## config.mk

```make
export PLATFORM = sky130hd
export DESIGN_NAME = turn_signal_hazard_flasher
export DESIGN_NICKNAME = d
export VERILOG_FILES = /design/src/rtl/tshf_pkg.sv /design/src/rtl/turn_signal_hazard_flasher.sv
export SDC_FILE = /design/constraint.sdc
export NUM_CORES = 1
export LEC_CHECK = 0
export BUFFER_PORTS_ARGS = -buffer_cell sky130_fd_sc_hd__clkbuf_2
export CORE_MARGIN = 10
export CORE_UTILIZATION = 45
export CTS_CLUSTER_DIAMETER = 50
export DETAILED_ROUTE_END_ITERATION = 6
export PLACE_DENSITY_LB_ADDON = 0.3
export REMOVE_ABC_BUFFERS = 1
export SKIP_CTS_REPAIR_TIMING = 1
export SLEW_MARGIN = 40
export SYNTH_ARGS = -nofsm -noshare
export SYNTH_HDL_FRONTEND = slang
export SYNTH_SLANG_ARGS = --single-unit
```

## constraint.sdc

```tcl
create_clock -name clk -period 5 [get_ports clk]
set_clock_uncertainty 0.05 [all_clocks]
set_input_delay 0.25 -clock clk [delete_from_list [all_inputs] [get_ports clk]]
set_output_delay 0.25 -clock clk [all_outputs]
set_load 0.05 [all_outputs]
```

## src/rtl/tshf_pkg.sv

```systemverilog
`timescale 1ns / 1ps

package tshf_pkg;

  // Operating modes of the flasher. Code 3 is unused and decodes as idle.
  typedef enum logic [1:0] {
    MODE_IDLE = 2'd0,
    MODE_ON   = 2'd1,
    MODE_OFF  = 2'd2
  } mode_t;

  // Configuration register indexes.
  localparam logic [7:0] CFG_HALF_PERIOD   = 8'd0;
  localparam logic [7:0] CFG_COMFORT_LIMIT = 8'd1;

  localparam logic [15:0] HALF_PERIOD_RESET   = 16'd500;
  localparam logic [7:0]  COMFORT_LIMIT_RESET = 8'd5;

  localparam int COUNT_BITS_DEFAULT = 16;

  // Lamp bit order: front left, rear left, front right, rear right.
  function automatic logic [3:0] side_mask(input logic side);
    return side ? 4'hC : 4'h3;
  endfunction

endpackage

```

## src/rtl/turn_signal_hazard_flasher.sv

```systemverilog
`timescale 1ns / 1ps

// A result beat appears in the cycle after its input beat is accepted. One
// beat is taken per cycle while the lamp side keeps taking results; the whole
// tick update is a single pass of logic from the state registers back into
// them, and the lamp register is the output register. Reset (rst, synchronous)
// returns all state to idle, lamps off, half period 500 and comfort limit 5.
module turn_signal_hazard_flasher
  import tshf_pkg::*;
#(
  parameter int COUNT_BITS = COUNT_BITS_DEFAULT
) (
  input  logic        clk,
  input  logic        rst,
  input  logic        s_tvalid,
  output logic        s_tready,
  input  logic [7:0]  s_tdata,    // [0] hazard_switch, [1] left_switch, [2] right_switch
  output logic        m_tvalid,
  input  logic        m_tready,
  output logic [7:0]  m_tdata,    // [0] lamp_front_left, [1] lamp_rear_left,
                                  // [2] lamp_front_right, [3] lamp_rear_right
  input  logic        cfg_valid,
  output logic        cfg_ready,
  input  logic [7:0]  cfg_index,
  input  logic [15:0] cfg_data
);

  // Counters are compared against the 16-bit half period at the wider of the
  // two widths, so a period beyond the counter range is simply never reached.
  localparam int CMP_BITS = (COUNT_BITS > 16) ? COUNT_BITS : 16;

  logic [15:0] half_period;
  logic [7:0]  comfort_limit;

  mode_t                 mode_reg, mode_reg_next;
  logic                  entry_pending, entry_pending_next;
  logic                  latched_hazard, latched_left, latched_right;
  logic [3:0]            lamp_levels, lamp_levels_next;
  logic                  active_side, active_side_next;
  logic                  carried_phase, carried_phase_next;
  logic [COUNT_BITS-1:0] carried_count, carried_count_next;
  logic [COUNT_BITS-1:0] hazard_count, hazard_count_next;
  logic                  hazard_first, hazard_first_next;
  logic                  hazard_phase, hazard_phase_next;
  logic [COUNT_BITS-1:0] side_count, side_count_next;
  logic                  side_first, side_first_next;
  logic                  side_phase, side_phase_next;
  logic [COUNT_BITS-1:0] release_count, release_count_next;
  logic                  release_side, release_side_next;
  logic                  release_phase, release_phase_next;
  logic [7:0]            toggle_cycles, toggle_cycles_next;

  logic step;
  logic comfort_active;

  // A new beat is taken whenever the output register is empty or is being
  // drained in this same cycle.
  assign s_tready  = !m_tvalid || m_tready;
  assign step      = s_tvalid && s_tready;
  assign cfg_ready = 1'b1;
  assign m_tdata   = {4'b0000, lamp_levels};

  // Comfort flashing stops once the toggles plus the carried phase meet the
  // limit; the sum is nine bits wide so it never wraps onto the limit.
  assign comfort_active =
    ({1'b0, toggle_cycles} + {8'd0, carried_phase}) != {1'b0, comfort_limit};

  always_ff @(posedge clk) begin
    if (rst) begin
      half_period   <= HALF_PERIOD_RESET;
      comfort_limit <= COMFORT_LIMIT_RESET;
    end else if (cfg_valid && cfg_ready) begin
      if (cfg_index == CFG_HALF_PERIOD) begin
        half_period <= cfg_data;
      end else if (cfg_index == CFG_COMFORT_LIMIT) begin
        comfort_limit <= cfg_data[7:0];
      end
    end
  end

  // One tick of the flasher. The mode logic acts on the switch levels that
  // were latched with the previous beat; the current beat is latched after.
  always_comb begin
    mode_reg_next      = mode_reg;
    entry_pending_next = entry_pending;
    lamp_levels_next   = lamp_levels;
    active_side_next   = active_side;
    carried_phase_next = carried_phase;
    carried_count_next = carried_count;
    hazard_count_next  = hazard_count;
    hazard_first_next  = hazard_first;
    hazard_phase_next  = hazard_phase;
    side_count_next    = side_count;
    side_first_next    = side_first;
    side_phase_next    = side_phase;
    release_count_next = release_count;
    release_side_next  = release_side;
    release_phase_next = release_phase;
    toggle_cycles_next = toggle_cycles;

    unique case (mode_reg)
      MODE_ON: begin
        // The side is sampled only on entry and the count resumes from the
        // value carried out of comfort mode.
        if (entry_pending) begin
          active_side_next   = latched_right;
          entry_pending_next = 1'b0;
          side_count_next    = carried_count;
        end
        if (side_first) begin
          lamp_levels_next = lamp_levels_next | side_mask(active_side_next);
          side_first_next  = 1'b0;
        end
        if (CMP_BITS'(side_count_next) == CMP_BITS'(half_period)) begin
          if (side_phase) begin
            lamp_levels_next = lamp_levels_next | side_mask(active_side_next);
          end else begin
            lamp_levels_next = lamp_levels_next & ~side_mask(active_side_next);
          end
          side_phase_next = !side_phase;
          side_count_next = '0;
        end else begin
          side_count_next = side_count_next + 1'b1;
        end
        if (latched_hazard) begin
          mode_reg_next      = MODE_IDLE;
          entry_pending_next = 1'b1;
          side_count_next    = '0;
          side_phase_next    = 1'b0;
          side_first_next    = 1'b1;
          lamp_levels_next   = 4'h0;
        end else if (!latched_left && !latched_right) begin
          mode_reg_next      = MODE_OFF;
          entry_pending_next = 1'b1;
          carried_phase_next = side_phase_next;
          carried_count_next = side_count_next;
          side_count_next    = '0;
          side_phase_next    = 1'b0;
          side_first_next    = 1'b1;
        end
      end

      MODE_OFF: begin
        if (entry_pending) begin
          entry_pending_next = 1'b0;
          release_phase_next = carried_phase;
          release_side_next  = active_side;
          release_count_next = carried_count;
        end
        if (comfort_active) begin
          if (CMP_BITS'(release_count_next) == CMP_BITS'(half_period)) begin
            if (release_phase_next) begin
              lamp_levels_next = lamp_levels_next | side_mask(release_side_next);
            end else begin
              lamp_levels_next = lamp_levels_next & ~side_mask(release_side_next);
            end
            release_phase_next = !release_phase_next;
            toggle_cycles_next = toggle_cycles + 8'd1;
            release_count_next = '0;
          end else begin
            release_count_next = release_count_next + 1'b1;
          end
        end
        if (latched_hazard || latched_left || latched_right) begin
          mode_reg_next      = latched_hazard ? MODE_IDLE : MODE_ON;
          entry_pending_next = 1'b1;
          carried_count_next = release_count_next;
          toggle_cycles_next = 8'd0;
          release_count_next = '0;
        end
      end

      default: begin
        // Idle and hazard flashing; the unused mode code lands here as well.
        if (entry_pending) begin
          lamp_levels_next   = 4'h0;
          entry_pending_next = 1'b0;
        end
        if (latched_hazard) begin
          if (hazard_first) begin
            lamp_levels_next  = 4'hF;
            hazard_first_next = 1'b0;
          end
          if (CMP_BITS'(hazard_count) == CMP_BITS'(half_period)) begin
            lamp_levels_next  = {4{hazard_phase}};
            hazard_phase_next = !hazard_phase;
            hazard_count_next = '0;
          end else begin
            hazard_count_next = hazard_count + 1'b1;
          end
        end else begin
          lamp_levels_next  = 4'h0;
          hazard_count_next = '0;
          hazard_first_next = 1'b1;
          hazard_phase_next = 1'b0;
        end
        if ((latched_left || latched_right) && !latched_hazard) begin
          mode_reg_next      = MODE_ON;
          entry_pending_next = 1'b1;
          hazard_count_next  = '0;
          hazard_phase_next  = 1'b0;
          lamp_levels_next   = 4'h0;
        end
      end
    endcase
  end

  always_ff @(posedge clk) begin
    if (rst) begin
      mode_reg       <= MODE_IDLE;
      entry_pending  <= 1'b1;
      latched_hazard <= 1'b0;
      latched_left   <= 1'b0;
      latched_right  <= 1'b0;
      lamp_levels    <= 4'h0;
      active_side    <= 1'b0;
      carried_phase  <= 1'b0;
      carried_count  <= '0;
      hazard_count   <= '0;
      hazard_first   <= 1'b1;
      hazard_phase   <= 1'b0;
      side_count     <= '0;
      side_first     <= 1'b1;
      side_phase     <= 1'b0;
      release_count  <= '0;
      release_side   <= 1'b0;
      release_phase  <= 1'b0;
      toggle_cycles  <= 8'd0;
    end else if (step) begin
      mode_reg       <= mode_reg_next;
      entry_pending  <= entry_pending_next;
      latched_hazard <= s_tdata[0];
      latched_left   <= s_tdata[1];
      latched_right  <= s_tdata[2];
      lamp_levels    <= lamp_levels_next;
      active_side    <= active_side_next;
      carried_phase  <= carried_phase_next;
      carried_count  <= carried_count_next;
      hazard_count   <= hazard_count_next;
      hazard_first   <= hazard_first_next;
      hazard_phase   <= hazard_phase_next;
      side_count     <= side_count_next;
      side_first     <= side_first_next;
      side_phase     <= side_phase_next;
      release_count  <= release_count_next;
      release_side   <= release_side_next;
      release_phase  <= release_phase_next;
      toggle_cycles  <= toggle_cycles_next;
    end
  end

  // The output beat is valid from the cycle after a tick until it is taken.
  always_ff @(posedge clk) begin
    if (rst) begin
      m_tvalid <= 1'b0;
    end else if (step) begin
      m_tvalid <= 1'b1;
    end else if (m_tready) begin
      m_tvalid <= 1'b0;
    end
  end

  // An empty output register never holds off the input side.
  a_ready_when_empty: assert property (@(posedge clk) disable iff (rst)
    !m_tvalid |-> s_tready)
    else $error("input stalled while the output register is empty");

  // Every accepted tick produces a result beat in the next cycle.
  a_beat_follows_tick: assert property (@(posedge clk) disable iff (rst)
    step |=> m_tvalid)
    else $error("accepted tick produced no result beat");

  // The lamps only change on an accepted tick.
  a_lamps_only_on_tick: assert property (@(posedge clk) disable iff (rst)
    !step |=> $stable(lamp_levels))
    else $error("lamp levels changed without an accepted tick");

endmodule

```

Yosys cells after proc, flatten, opt, wreduce, memory -nomap -nowiden --
Index checks and enable logic that the tools add are counted.
Operators by class: add/sub/neg operators 5, multiply operators 0, div/mod/pow operators 0, magnitude comparators 0, equality and inequality tests 15, shifts and indexed selects 0, muxes and demuxes 64, bitwise logic cells 10, reductions and logical operators 32
Operators by type and width (count):
- two-way mux 16 bit | 16
- two-way mux 4 bit | 15
- adder 16 x 1 -> 16 bit (second input constant) | 3
- == test 16 bit | 3
- case mux 16 bit (2 select lines) | 1
- two-way mux 8 bit | 3
- two-way mux 1 bit | 22
- AND reduction 4 bit | 4
- bitwise OR 4 bit | 3
- != test 2 bit (second input constant) | 5
- adder 8 x 1 -> 9 bit | 1
- != test 9 x 8 -> 1 bit | 1
- adder 8 x 1 -> 8 bit (second input constant) | 1
- AND 4 bit | 2
- == test 8 x 1 -> 1 bit (second input constant) | 1
- logical NOT 8 bit | 1
- two-way mux 2 bit | 4
- NOT 4 bit | 2
- case mux 4 bit (2 select lines) | 1
- AND reduction 2 bit | 4
- nonzero test 2 bit | 4
- logical NOT 1 bit | 7
- != test 7 x 2 -> 1 bit (second input constant) | 1
- AND reduction 3 bit | 2
- 12 further kinds | 19
Word-level totals: register bits after elaboration 115, latch bits 0, RAM bits 0, ROM bits 0, input port bits 37, output and inout port bits 11, logic and storage cells 148, memories kept 0

Depth between registers and ports, before layout --
Gate-level depths: netlist of the first run.
word-level depth 11, gate-level depth with buffers 13, mapped depth without buffers 10

Worst setup path after synthesis of the first run --
Ideal clock, no wire load.
path type reg-to-reg, start point register m_tvalid, end point register carried_count[2], arrival time 2.478 ns, slack 2.356 ns, stages on the path, launching flop included 9, cell sequence dfxtp_1 nand2b_1 and2_1 clkbuf_1 o21a_1 clkbuf_1 clkbuf_1 a21boi_0 a31o_2
On the way: longest elaborated chain between the ends 4
RTL lines:
- from (decl) | line turn_signal_hazard_flasher.sv:18 | output logic m_tvalid,
- from (signal assigned) | line turn_signal_hazard_flasher.sv:255 | m_tvalid <= 1'b0;
- from (signal assigned) | line turn_signal_hazard_flasher.sv:257 | m_tvalid <= 1'b1;
- from (signal assigned) | line turn_signal_hazard_flasher.sv:259 | m_tvalid <= 1'b0;
- logical NOT 1 bit | line turn_signal_hazard_flasher.sv:58 | assign s_tready = !m_tvalid || m_tready;
- logical OR 1 bit | line turn_signal_hazard_flasher.sv:58
- net s_tready | line turn_signal_hazard_flasher.sv:16 | output logic s_tready,
- logical AND 1 bit | line turn_signal_hazard_flasher.sv:59 | assign step = s_tvalid && s_tready;
- AND reduction 5 bit (no source line)
- to (signal assigned) | line turn_signal_hazard_flasher.sv:238 | carried_count <= carried_count_next;
- to (decl) | line turn_signal_hazard_flasher.sv:41 | logic [COUNT_BITS-1:0] carried_count, carried_count_next;
The timed path passes the listed nets, and every way through them passes these cells. A chain may end at the register's enable or synchronous reset.

Worst setup path in the final report of the first run --
start point register entry_pending, end point register lamp_levels[0]
On the way: longest elaborated chain between the ends 11, elaborated cells between the ends (all ways) 33, classes of those cells eq/ne (4); mux (21); bitwise (7); reduce/logical (1)
RTL lines:
- from (decl) | line turn_signal_hazard_flasher.sv:36 | logic entry_pending, entry_pending_next;
- from (signal assigned) | line turn_signal_hazard_flasher.sv:231 | entry_pending <= entry_pending_next;
- two-way mux 1 bit | line turn_signal_hazard_flasher.sv:105 | if (entry_pending) begin
- two-way mux 1 bit | line turn_signal_hazard_flasher.sv:101 | unique case (mode_reg)
- two-way mux 4 bit | line tshf_pkg.sv:23 | return side ? 4'hC : 4'h3;
- bitwise OR 4 bit | line turn_signal_hazard_flasher.sv:111 | lamp_levels_next = lamp_levels_next | side_mask(active_side_next);
- two-way mux 4 bit | line turn_signal_hazard_flasher.sv:110 | if (side_first) begin
- two-way mux 4 bit | line turn_signal_hazard_flasher.sv:101
- AND 4 bit or bitwise OR 4 bit (tied branches) | line turn_signal_hazard_flasher.sv:118, turn_signal_hazard_flasher.sv:116
- two-way mux 4 bit | line turn_signal_hazard_flasher.sv:115 | if (side_phase) begin
- two-way mux 4 bit | line turn_signal_hazard_flasher.sv:114 | if (CMP_BITS'(side_count_next) == CMP_BITS'(half_period)) begin
- two-way mux 4 bit | line turn_signal_hazard_flasher.sv:125 | if (latched_hazard) begin
- case mux 4 bit (2 select lines) | line turn_signal_hazard_flasher.sv:101
- to (signal assigned) | line turn_signal_hazard_flasher.sv:235 | lamp_levels <= lamp_levels_next;
- to (decl) | line turn_signal_hazard_flasher.sv:38 | logic [3:0] lamp_levels, lamp_levels_next;
Parallel ways exist; a longest one is shown, timed or not. The select of a mux whose other input is x is not followed.

==> results, run 1 <==
- The sequential share of power is 0.421.
- In the synthesized netlist the dominant register cell turns out to be sky130_fd_sc_hd__dfxtp_1.
- The final net count is 874.
- The areal power density over the cells is 290 mW/mm².
- The share of total power dissipated in combinational logic is 0.077.
- For this run, the detailed router's first-pass iteration total came to 6.
- Summed over all cells, the static leakage comes to 2.91 nW.
- The cell at the root of the clock tree is sky130_fd_sc_hd__clkbuf_16.
- The total negative slack is 0 ns.
- The portion of the clock cycle consumed by the worst path in the final layout is 0.705.
- The layout overhead on the synthesized area is 11.6%.
- The hold-critical path endpoint is half_period[8].
- The final routed wire length divided by cell count is 18.7 µm.
- After synthesis, the netlist uses 76 different library cells.
- The number of top-level design ports is 48.
- The floorplan die width is 145 µm.
- Hold timing on the final database bottoms out at a slack of -0.0128 ns.
- The average instance in the mapped netlist occupies 8.62 µm².
- The detailed-route DRC error count is 0.
- The synthesized design contains 115 register bits.
- The finished cells cover 0.00780 mm².
- Synthesis handed over a netlist of 810 instances.
- In this run the worst path has a maximum fanout of 27.
- The clock net sink count is 115.
- The maximum clock path buffer count is 2.
- The area after detailed placement is 0.00725 mm².
- The launch instance of the worst register-to-register path is entry_pending.
- The number of port buffers is 37.
- In this run the standard cell core region covers 0.0152 mm².
- Across the VDD grid, the largest voltage drop is 217 µV.
- The number of global-route vias before repair is 5861.
- The die is 145 µm tall.
- The switching power of the nets is 571 µW.
- The initial antenna violation count was 0.
- The cell-internal power is 1.69 mW.
- The number of buffers created by CTS is 17.
- The count of cells along the worst hold path is 2.
- The endpoint identified for the worst register-to-register timing path is lamp_levels[0].
- In the post-route analysis, the smallest setup slack over all paths is 1.47 ns.
- In this run the number of H-tree levels came out at 4.
- The number of endpoints with negative hold slack in the final report was 4.
- The congestion estimate from routability-driven global placement came to 0.886.
- For this block, the initial DRC count from the detailed router was 603.
- The checks that failed: hold timing.
- TritonCTS built the clock tree.
- The final routed wirelength across all metal layers is 19300 µm.
- The area enclosed by the die boundary is 0.0209 mm².
- The detail route stage leaves a number of antenna-violating nets equal to 0.
- The critical path data required time is 5.28 ns.
- The top cell types in the final layout, fill and taps aside, are sky130_fd_sc_hd__dfxtp_1, sky130_fd_sc_hd__nor2_1, sky130_fd_sc_hd__nand2_1, sky130_fd_sc_hd__xnor2_1, sky130_fd_sc_hd__clkbuf_2.
- The first global-routing pass estimated 31300 µm of wire.
- The pre-CTS setup slack is 1.58 ns.
- Yosys printed 0 warnings.
- The routed layout has 6199 vias.
- STA classifies the critical path endpoint as a register.
- The type of the tightest min-delay check is input pin to register.
- After floorplanning, the core was divided into 45 placement rows.
- The overall power is 2.26 mW.
- The share of synthesized registers carrying an async set or reset is 0.
- For this configuration, the core starts out at a cell density of 0.460.
- The startpoint identified for the worst hold timing path is cfg_data[8].
- The library cell used most frequently in the layout, excluding fill and tap cells, is sky130_fd_sc_hd__dfxtp_1.
- The share of synthesized area in the top cell type comes to 0.330.
- The final HPWL from detailed placement is 13900 µm.
- The run finished, with violations left.
- For the pin with the worst max-slew slack, the measured transition is 0.809 ns.
- The timing-limited maximum frequency is 284 MHz.
- The share of total power consumed by net switching is 0.253.
- The worst setup path is of the register to register kind.
- The synthesized design contains 0 enable-type register cells.
- After synthesis, the cell types taking the most area are sky130_fd_sc_hd__dfxtp_1, sky130_fd_sc_hd__xnor2_1, sky130_fd_sc_hd__nor2_1.
- The mean number of vias per cell is 6.02.
- The tool flagged a number of max-cap violations equal to 0.
- Setup violations remaining at the end of the flow were counted as 0.
- At the later pin of the worst-skew pair, clock insertion delay measures 0.42 ns.
- The antenna diode count is 0.
- In the final layout, the share of cells above drive strength 1 is 0.140.
- At the worst endpoint, the arrival time is 3.80 ns.
- sky130_fd_sc_hd__dfxtp_1 takes more of the synthesized area than any other cell.
- The tightest slew margin relative to the limit is 0.461.
- The final critical delay including setup and external delays is 3.53 ns.
- In this run the register-to-register setup slack is 1.47 ns.
- Entering global routing, the biggest net connects 51 pins.
- The overall fraction of global-route tracks in use is 0.190.
- The worst setup path is launched from a register.
- The total global routing overflow is 0.
- The clock network fraction of design power is 0.502.
- The register area share after synthesis is 0.330.
- Setup repair after global routing left no endpoint under its margin.
- The clock transition at the registers of the reported paths is 0.06 ns.
- In this run the cell area of the synthesized design comes to 0.00699 mm².
- The number of pins exceeding their max-slew limit in the final report is 0.
- The worst register-to-register path has a depth of 8.
==> synth_stat cells (6+ instances only) <==
cell type                    n
sky130_fd_sc_hd__nand2_1    56
sky130_fd_sc_hd__nor3b_1    10
sky130_fd_sc_hd__xor2_1     34
sky130_fd_sc_hd__nor2b_1     8
sky130_fd_sc_hd__nand4_1    14
sky130_fd_sc_hd__ha_1        8
sky130_fd_sc_hd__a211o_1    11
sky130_fd_sc_hd__o21ai_0    23
sky130_fd_sc_hd__a311oi_1    9
sky130_fd_sc_hd__nor2_1    100
sky130_fd_sc_hd__clkbuf_1   27
sky130_fd_sc_hd__and3_1     13
sky130_fd_sc_hd__a221o_1     6
sky130_fd_sc_hd__nor4_1     12
sky130_fd_sc_hd__a22o_1     12
sky130_fd_sc_hd__and2_1      7
sky130_fd_sc_hd__a22oi_1    15
sky130_fd_sc_hd__nand3_1    23
sky130_fd_sc_hd__or3_1      11
sky130_fd_sc_hd__nand3b_1    8
sky130_fd_sc_hd__inv_1      14
sky130_fd_sc_hd__a21oi_1    35
sky130_fd_sc_hd__mux2i_2    14
sky130_fd_sc_hd__dfxtp_1   115
sky130_fd_sc_hd__nor3_1     15
sky130_fd_sc_hd__o22ai_1     9
sky130_fd_sc_hd__mux2i_1    32
sky130_fd_sc_hd__buf_4       6
sky130_fd_sc_hd__a31oi_1     7
sky130_fd_sc_hd__xnor2_1    48
==> critical path, cell delays in order (launching register included) <==
cell	delay, ns
sky130_fd_sc_hd__dfxtp_4	0.69
sky130_fd_sc_hd__buf_4	0.35
sky130_fd_sc_hd__mux2i_1	0.37
sky130_fd_sc_hd__xnor2_1	0.12
sky130_fd_sc_hd__nor4_1	0.36
sky130_fd_sc_hd__nand4_1	0.65
sky130_fd_sc_hd__a21boi_1	0.42
sky130_fd_sc_hd__o211ai_1	0.11
sky130_fd_sc_hd__a311oi_1	0.29
==> power groups by stage <==
stage               Clock, mW  Sequential [mW]  Combinational [mW]
detailed placement          0            0.971               0.171
CTS                      1.14            0.952               0.172
finish                   1.13            0.952               0.173
global route             1.18            0.954               0.188
floorplan                   0            0.982              0.0973
global placement            0            0.971               0.170
==> layer usage <==
metal	share of wire	track usage
met1	0.46	0.251
met2	0.45	0.295
met3	0.066	0.0348
met4	0.025	0.0809
met5	0	0
==> how the worst max path moves through the flow <==
stage          depth (start not counted)           from  slack (ns)                to
2_1_floorplan                          7  entry_pending        0.60  carried_count[8]
3_3_place_gp                           8  entry_pending        1.32    lamp_levels[0]
3_5_place_dp                           8  entry_pending        1.58    lamp_levels[0]
4_1_cts                                8  entry_pending        1.54    lamp_levels[0]
5_1_grt                                8  entry_pending        1.21    lamp_levels[0]
6_report                               8  entry_pending        1.47    lamp_levels[0]
==> per-stage QoR <==
step	util	cells
3_5_place_dp	0.477	998
4_1_cts	0.513	1029
5_1_grt	0.513	1029
6_report	0.513	1029
3_3_place_gp	0.476	998
2_1_floorplan	-	765
==> final cells by class <==
class | instances | area, µm²
fillers | 1444 | 7410
well taps | 188 | 235
flip-flops and latches | 115 | 2310
clock inverters | 10 | 85.1
inverters | 15 | 56.3
repair buffers | 45 | 258
clock buffers | 21 | 460
multi-input cells | 635 | 4400
==> cells by family after synthesis <==
logic type | count (synthesis) | share of synthesized area
xor+xnor | 83 | 0.106
compound gates | 181 | 0.184
fa+ha+maj | 8 | 0.0143
simple gates | 303 | 0.223
buf+inv | 63 | 0.0462
other cells | 2 | 0.00108
flops | 115 | 0.330
mux | 55 | 0.0960
Power figures use the tool's default switching activity.
==> inputs of run 2 (changes only) <==
- ABC_AREA: unset -> 1
- clock period: 5 -> 3.14 ns (I/O delays scaled with it)
==> run 2 against run 1 <==
  * Critical path depth is 4 higher
  * Global-route usage is 1.8 points higher
  * Synthesized area up 6.6%
  * The flow finishes with violations (DRC, hold timing)
  * Maximum frequency is 26% higher
  * Die area is 5.6% higher
  * Non-clock buffer count up 19
  * Critical path type unchanged
  * Combinational power increased to 3.3 times the previous value
  * Design area is 8.5% higher
==> results, run 2 <==
- The maximum clock path buffer count is 2.
- The worst setup path category is register to register.
- The slew of the pin with the lowest slew margin is 0.692 ns.
- Entering global routing, the biggest net connects 60 pins.
- The antenna diode count is 0.
- TritonCTS built the clock tree.
- The final estimated routing congestion in global placement is 0.956.
- The minimum setup slack in the final design is 0.338 ns.
- The worst setup path is launched from a register.
- The count of buffers added on input and output ports is 37.
- For this run, the detailed router's first-pass iteration total came to 7.
- The first-pass GRT wire length is 37100 µm.
- The leakage power figure is 3.61 nW.
- The share of final-layout standard cells stronger than drive strength 1 is 0.0954.
- Of the total power, registers draw 0.375.
- The number of endpoints with negative hold slack in the final report was 8.
- The number of buffers created by CTS is 17.
- VDD sags by at most 467 µV.
- For the final routed database, the setup TNS stands at 0 ns.
- The worst path arrival time is 3.04 ns.
- The layout overhead on the synthesized area is 13.6%.
- The clock transition at the registers of the reported paths is 0.06 ns.
- The tree is rooted in a sky130_fd_sc_hd__clkbuf_16.
- The finished layout holds 1474 standard cells, fillers aside.
- The final critical delay including setup and external delays is 2.80 ns.
- Leaving out fill and tap cells, the most frequent cells in the layout are sky130_fd_sc_hd__nand2_1, sky130_fd_sc_hd__nor2_1, sky130_fd_sc_hd__dfxtp_1, sky130_fd_sc_hd__nand3_1, sky130_fd_sc_hd__a21oi_1.
- The number of global-route vias before repair is 7349.
- The mean number of vias per cell is 5.31.
- In this run the standard cell core region covers 0.0161 mm².
- The initial antenna violation count is 0.
- The critical path data required time is 3.38 ns.
- The cell type with the largest total area after synthesis is sky130_fd_sc_hd__dfxtp_1.
- The unique cell type count in the Yosys netlist is 43.
- The most common cell in the synthesized netlist is sky130_fd_sc_hd__nand2_1.
- Among all flip-flop cells after synthesis, the most frequent one is sky130_fd_sc_hd__dfxtp_1.
- The kind of end point of the critical path is a register.
- The share of synthesized area in the top cell type comes to 0.309.
- Summing over every cut layer, the via total after detailed routing is 7827.
- Along the worst path, the maximum fanout reaches 33.
- The final count of negative-setup-slack endpoints is 0.
- The number of nets with antenna violations after detailed routing is 0.
- The tool flagged a number of max-cap violations equal to 0.
- Summing all multi-input logic gate instances after layout gives 0.00448 mm².
- Counting flops with a built-in enable in the synthesized netlist gives 0.
- The number of warning messages in the yosys log is 0.
- The checks that failed: DRC, hold timing.
- For flop-to-flop paths, the worst setup slack is 0.34 ns.
- Synthesis inferred 115 register bits.
- The pre-CTS setup slack is 0.442 ns.
- After detailed routing, the average wire length per cell comes to 15.5 µm.
- The area after detailed placement is 0.00777 mm².
- The total number of placement rows is 46.
- The type of the tightest min-delay check is input pin to register.
- For this run, the top clock speed supported by timing is 357 MHz.
- After legalization and detailed placement, the total HPWL measured 16700 µm.
- Setup repair after global routing left no endpoint under its margin.
- The initial DRC count is 782.
- The initial utilization of the core area, before any placement, comes to 0.464.
- The area enclosed by the die boundary is 0.0221 mm².
- The leading cell type in the layout, fill and taps excluded is sky130_fd_sc_hd__nand2_1.
- After synthesis, the cell types taking the most area are sky130_fd_sc_hd__dfxtp_1, sky130_fd_sc_hd__nand2_1, sky130_fd_sc_hd__nand3_1.
- The switching power of the nets is 1.12 mW.
- The tightest slew margin relative to the limit is 0.539.
- The number of top-level design ports is 48.
- In this run the horizontal extent of the chip is 149 µm.
- Synthesis produced a netlist whose cell count is 1209.
- The share of power burned in combinational logic is 0.142.
- The total overflow left after global routing is 0.
- The final net count is 1292.
- The run finished, with violations left.
- Once layout is done, the placed cells without fillers occupy 0.00846 mm².
- The clock network fraction of design power is 0.483.
- The latest clock arrival within the worst-skew pair is 0.43 ns.
- The final layout contains routed wiring with a total length of 22800 µm.
- Fill cells in the final layout number 1621.
- The tightest hold path in the finished design has a slack of -0.0259 ns.
- The detailed-route DRC error count is 2.
- In this run the vertical extent of the chip is 149 µm.
- In the synthesized netlist the async set-or-reset flop fraction comes to 0.
- Across every metal layer, demand over resource in global routing totals 0.208.
- By count the netlist is led by sky130_fd_sc_hd__nand2_1, sky130_fd_sc_hd__nor2_1, sky130_fd_sc_hd__dfxtp_1.
- The cell area after synthesis is 0.00744 mm².
- The H-tree depth is 4.
- The number of placed instances, taps included, is 1434.
- The register area share after synthesis is 0.309.
- CTS saw 115 sinks.
- Power spread over the standard cell area amounts to 480 mW/mm².
- The portion of the clock cycle consumed by the worst path in the final layout is 0.892.
- Of the total power, the share spent switching nets is 0.275.
- The mean instance size in the synthesized netlist is 6.16 µm².
- The cell-internal power is 2.94 mW.
- The number of pins exceeding their max-slew limit in the final report is 0.
- Across the whole layout, storage elements account for 0.00230 mm².
## run 2: worst paths after layout
check | from | to | cells past startpoint
worst max-delay path | entry_pending | carried_count[13] | 12
worst min register to register | release_count[9] | release_count[9] | 2
worst max register to register | entry_pending | carried_count[13] | 12
worst min-delay path | cfg_data[1] | comfort_limit[1] | 3
## run 2: layout make-up
cell class              count  share of cell area
repair buffers             64              0.0488
inverters                 107              0.0475
clock buffers              26              0.0614
well taps                 216              0.0319
multi-input cells         942               0.530
flip-flops and latches    115               0.272
clock inverters             4             0.00828
## run 2: worst max-delay path, stage by stage, from the launching register on
cell and delay (ns):
sky130_fd_sc_hd__dfxtp_1 0.33, sky130_fd_sc_hd__buf_4 0.30, sky130_fd_sc_hd__nand2_1 0.21, sky130_fd_sc_hd__nand2_2 0.18, sky130_fd_sc_hd__o21ai_0 0.09, sky130_fd_sc_hd__nor2_1 0.11, sky130_fd_sc_hd__nand2_1 0.10, sky130_fd_sc_hd__nor2_2 0.25
sky130_fd_sc_hd__nand2_2 0.43, sky130_fd_sc_hd__nand3_1 0.35, sky130_fd_sc_hd__a21oi_1 0.10, sky130_fd_sc_hd__nand2_1 0.07, sky130_fd_sc_hd__a21oi_1 0.05
## run 2: through the flow
stage	power, mW	util	hold slack [ns]
floorplan	1.90	-	0.176
global placement	2.10	0.484	0.327
detailed placement	2.11	0.484	0.333
CTS	4.04	0.521	-0.103
global route	4.21	0.527	0.00540
finish	4.06	0.527	-0.0259
## run 2: logic make-up (layout without fill, tap and decap cells)
| logic type | Yosys count | after routing | share of synthesized area |
|---|---|---|---|
| compound gates | 178 | 178 | 0.128 |
| xor+xnor | 45 | 45 | 0.0560 |
| fa+ha+maj | 8 | 8 | 0.0134 |
| buf+inv | 155 | 201 | 0.0899 |
| flops | 115 | 115 | 0.309 |
| mux | 1 | 1 | 0.00134 |
| other cells | 2 | 5 | 0.00101 |
| simple gates | 705 | 705 | 0.401 |
## run 2: power by group through the flow
stage	Sequential, mW	Clock [mW]	Combinational (mW)
2_1_floorplan	1.58	0	0.323
3_3_place_gp	1.55	0	0.547
3_5_place_dp	1.55	0	0.553
4_1_cts	1.52	1.96	0.558
5_1_grt	1.53	2.04	0.640
6_report	1.52	1.96	0.576
## run 2: layer usage
layer	part of all wire	GRT usage	vias up	wire length [µm]
li1	-	-	3973	-
met1	0.45	0.265	3540	10300
met2	0.47	0.340	271	10700
met3	0.061	0.0440	43	1400
met4	0.021	0.0733	0	486
met5	0	0	-	0
==> inputs of run 3 (changes only) <==
- MAX_ROUTING_LAYER: unset -> met4
==> run 3 against run 2 <==
  * The run ends with hold timing left
  * Largest power group unchanged
  * Sequential share of layout area about the same
  * Non-clock buffer count up 1
  * Critical path depth up 1
  * Die area unchanged
  * Core utilization about the same
==> results, run 3 (synthesized netlist as in run 2, its figures left out) <==
- The final estimated routing congestion in global placement is 0.961.
- After global routing the overflow that remains totals 0.
- Summed over all cells, the static leakage comes to 3.61 nW.
- The initial DRC count is 621.
- The routed layout has 7810 vias.
- The areal power density over the cells is 472 mW/mm².
- The floorplan step defined a die boundary enclosing 0.0221 mm².
- The worst path meets setup with 0.511 ns of slack.
- The post-placement cell count is 1434.
- Prior to clock tree synthesis, the placed netlist has a worst setup slack of 0.533 ns.
- The internal portion of the total power is 2.90 mW.
- For this configuration, the core starts out at a cell density of 0.464.
- The worst path arrival time is 2.86 ns.
- The first global-routing pass estimated 36800 µm of wire.
- At the pin with the least slew margin, the transition time is 0.696 ns.
- The launching element type of the critical path is a register.
- Once layout is complete, the cells apart from fillers number 1475.
- The cell sitting at the root of the clock tree is a sky130_fd_sc_hd__clkbuf_16.
- In this run the count of I/O pins placed on the die edge is 48.
- The overall fraction of global-route tracks in use is 0.211.
- Before antenna repair, the detailed router went through 6 iterations.
- The final count of negative-setup-slack endpoints is 0.
- The number of nets with antenna violations after detailed routing is 0.
- The initial antenna violation count came to 0.
- The final critical delay including setup and external delays is 2.63 ns.
- The maximum vdd ir drop is 387 µV.
- The number of pins exceeding their max-slew limit in the final report is 0.
- The mean number of vias per cell is 5.29.
- The share of final-layout standard cells stronger than drive strength 1 is 0.0945.
- The final net count is 1293.
- The end-of-flow core utilization is 0.527.
- The count of cells along the worst hold path is 3.
- The worst pin sits at a relative slew slack of 0.536.
- Entering global routing, the biggest net connects 60 pins.
- The portion of the clock cycle consumed by the worst path in the final layout is 0.837.
- Leaving out fill and tap cells, the most frequent cells in the layout are sky130_fd_sc_hd__nand2_1, sky130_fd_sc_hd__nor2_1, sky130_fd_sc_hd__dfxtp_1, sky130_fd_sc_hd__nand3_1, sky130_fd_sc_hd__a21oi_1.
- After detailed placement, the total cell area comes to 0.00778 mm².
- The sequential share of power is 0.381.
- The number of endpoints with negative hold slack in the final report came to 6.
- Clock-pin slew was measured on the worst setup and hold paths at 0.05 ns.
- The run finished, with violations left.
- The worst setup path category is register to register.
- The layout overhead on the synthesized area is 13.7%.
- The number of port buffers is 37.
- The checks that failed: hold timing.
- The final routed wirelength across all metal layers is 22500 µm.
- The number of buffers created by CTS is 17.
- The total number of placement rows is 46.
- Counting every sink on the clock net gives 115.
- The floorplan step defined a core boundary enclosing 0.0161 mm².
- The latest clock arrival within the worst-skew pair is 0.42 ns.
- The kind of end point of the critical path is a register.
- The number of global-route vias before repair is 7270.
- The switching power of the nets is 1.09 mW.
- TritonCTS built the clock tree.
- The critical path data required time is 3.37 ns.
- Along the worst path, the maximum fanout reaches 22.
- The share of total power consumed by net switching is 0.274.
- The H-tree depth is 4.
- The floorplan die width is 149 µm.
- The clock passes through at most 2 buffers.
- The repair_antennas step left the layout with diodes totalling 0.
- The type of the tightest min-delay check is input pin to register.
- The detailed-route DRC error count is 0.
- The library cell used most frequently in the layout, excluding fill and tap cells, is sky130_fd_sc_hd__nand2_1.
- The post-route cell area is 0.00846 mm².
- The final routed wire length divided by cell count is 15.3 µm.
- Of the total power, combinational logic draws 0.143.
- From bottom edge to top edge, the die measures 149 µm.
- The total negative slack is 0 ns.
- The final HPWL from detailed placement is 16700 µm.
- Hold timing on the final database bottoms out at a slack of -0.0529 ns.
- Setup repair after global routing left no endpoint under its margin.
- Of the total power, the clock network draws 0.476.
- The depth of the worst register-to-register path is 13.
- The timing-limited maximum frequency is 380 MHz.
- The max-capacitance violation count is 0.
run 3: cell types whose count changed in the layout (fill, tap and decap cells not counted):
cell,delta
sky130_fd_sc_hd__dlygate4sd3_1,+1
sky130_fd_sc_hd__buf_12,+1
sky130_fd_sc_hd__clkinv_2,+1
sky130_fd_sc_hd__buf_4,-1
sky130_fd_sc_hd__clkbuf_1,+1
sky130_fd_sc_hd__clkbuf_8,-2
run 3: final timing paths:
path / start / to / slack (ns)
max: entry_pending / carried_count[13] / 0.51
min reg2reg: side_count[6] / side_count[6] / 0.41
min: s_tdata[2] / latched_right / -0.05
max reg2reg: entry_pending / carried_count[13] / 0.51
run 3: final cells by class:
type                            count  area (µm²)
Tap cell                          216         270
Clock buffer                       25         495
Timing Repair Buffer               65         435
Inverter                          107         402
Sequential cell                   115        2300
Multi-Input combinational cell    942        4480
Fill cell                        1628        7590
Clock inverter                      5        75.1
run 3: metrics by stage:
| stage | power, mW | hold WS (ns) |
|---|---|---|
| 3_3_place_gp | 2.10 | 0.323 |
| 5_1_grt | 4.15 | 0.00152 |
| 6_report | 3.99 | -0.0529 |
| 4_1_cts | 3.99 | -0.110 |
| 3_5_place_dp | 2.10 | 0.327 |
| 2_1_floorplan | 1.90 | 0.176 |
run 3: power groups by stage:
stage / Sequential, mW / Combinational, mW / Clock (mW)
3_3_place_gp: 1.55 / 0.546 / 0
5_1_grt: 1.53 / 0.639 / 1.98
2_1_floorplan: 1.58 / 0.323 / 0
4_1_cts: 1.52 / 0.556 / 1.92
3_5_place_dp: 1.55 / 0.552 / 0
6_report: 1.52 / 0.571 / 1.90
run 3: routing by layer:
layer,up-vias,track usage,routed length [µm]
li1,3979,-,-
met3,38,0.0400,1430
met1,3544,0.258,9850
met5,-,-,0
met4,0,0.0862,604
met2,249,0.336,10600
run 3: critical path: stages (launching register included):
cell and delay (ns):
sky130_fd_sc_hd__dfxtp_1 0.34, sky130_fd_sc_hd__buf_4 0.30, sky130_fd_sc_hd__nand2_1 0.21, sky130_fd_sc_hd__nand2_2 0.18
sky130_fd_sc_hd__o21ai_0 0.09, sky130_fd_sc_hd__nor2_1 0.12, sky130_fd_sc_hd__nand2_1 0.12, sky130_fd_sc_hd__nor2_2 0.25
sky130_fd_sc_hd__nand2_2 0.20, sky130_fd_sc_hd__buf_4 0.24, sky130_fd_sc_hd__nand3_1 0.16, sky130_fd_sc_hd__a21oi_1 0.09
sky130_fd_sc_hd__nand2_1 0.06, sky130_fd_sc_hd__a21oi_1 0.05
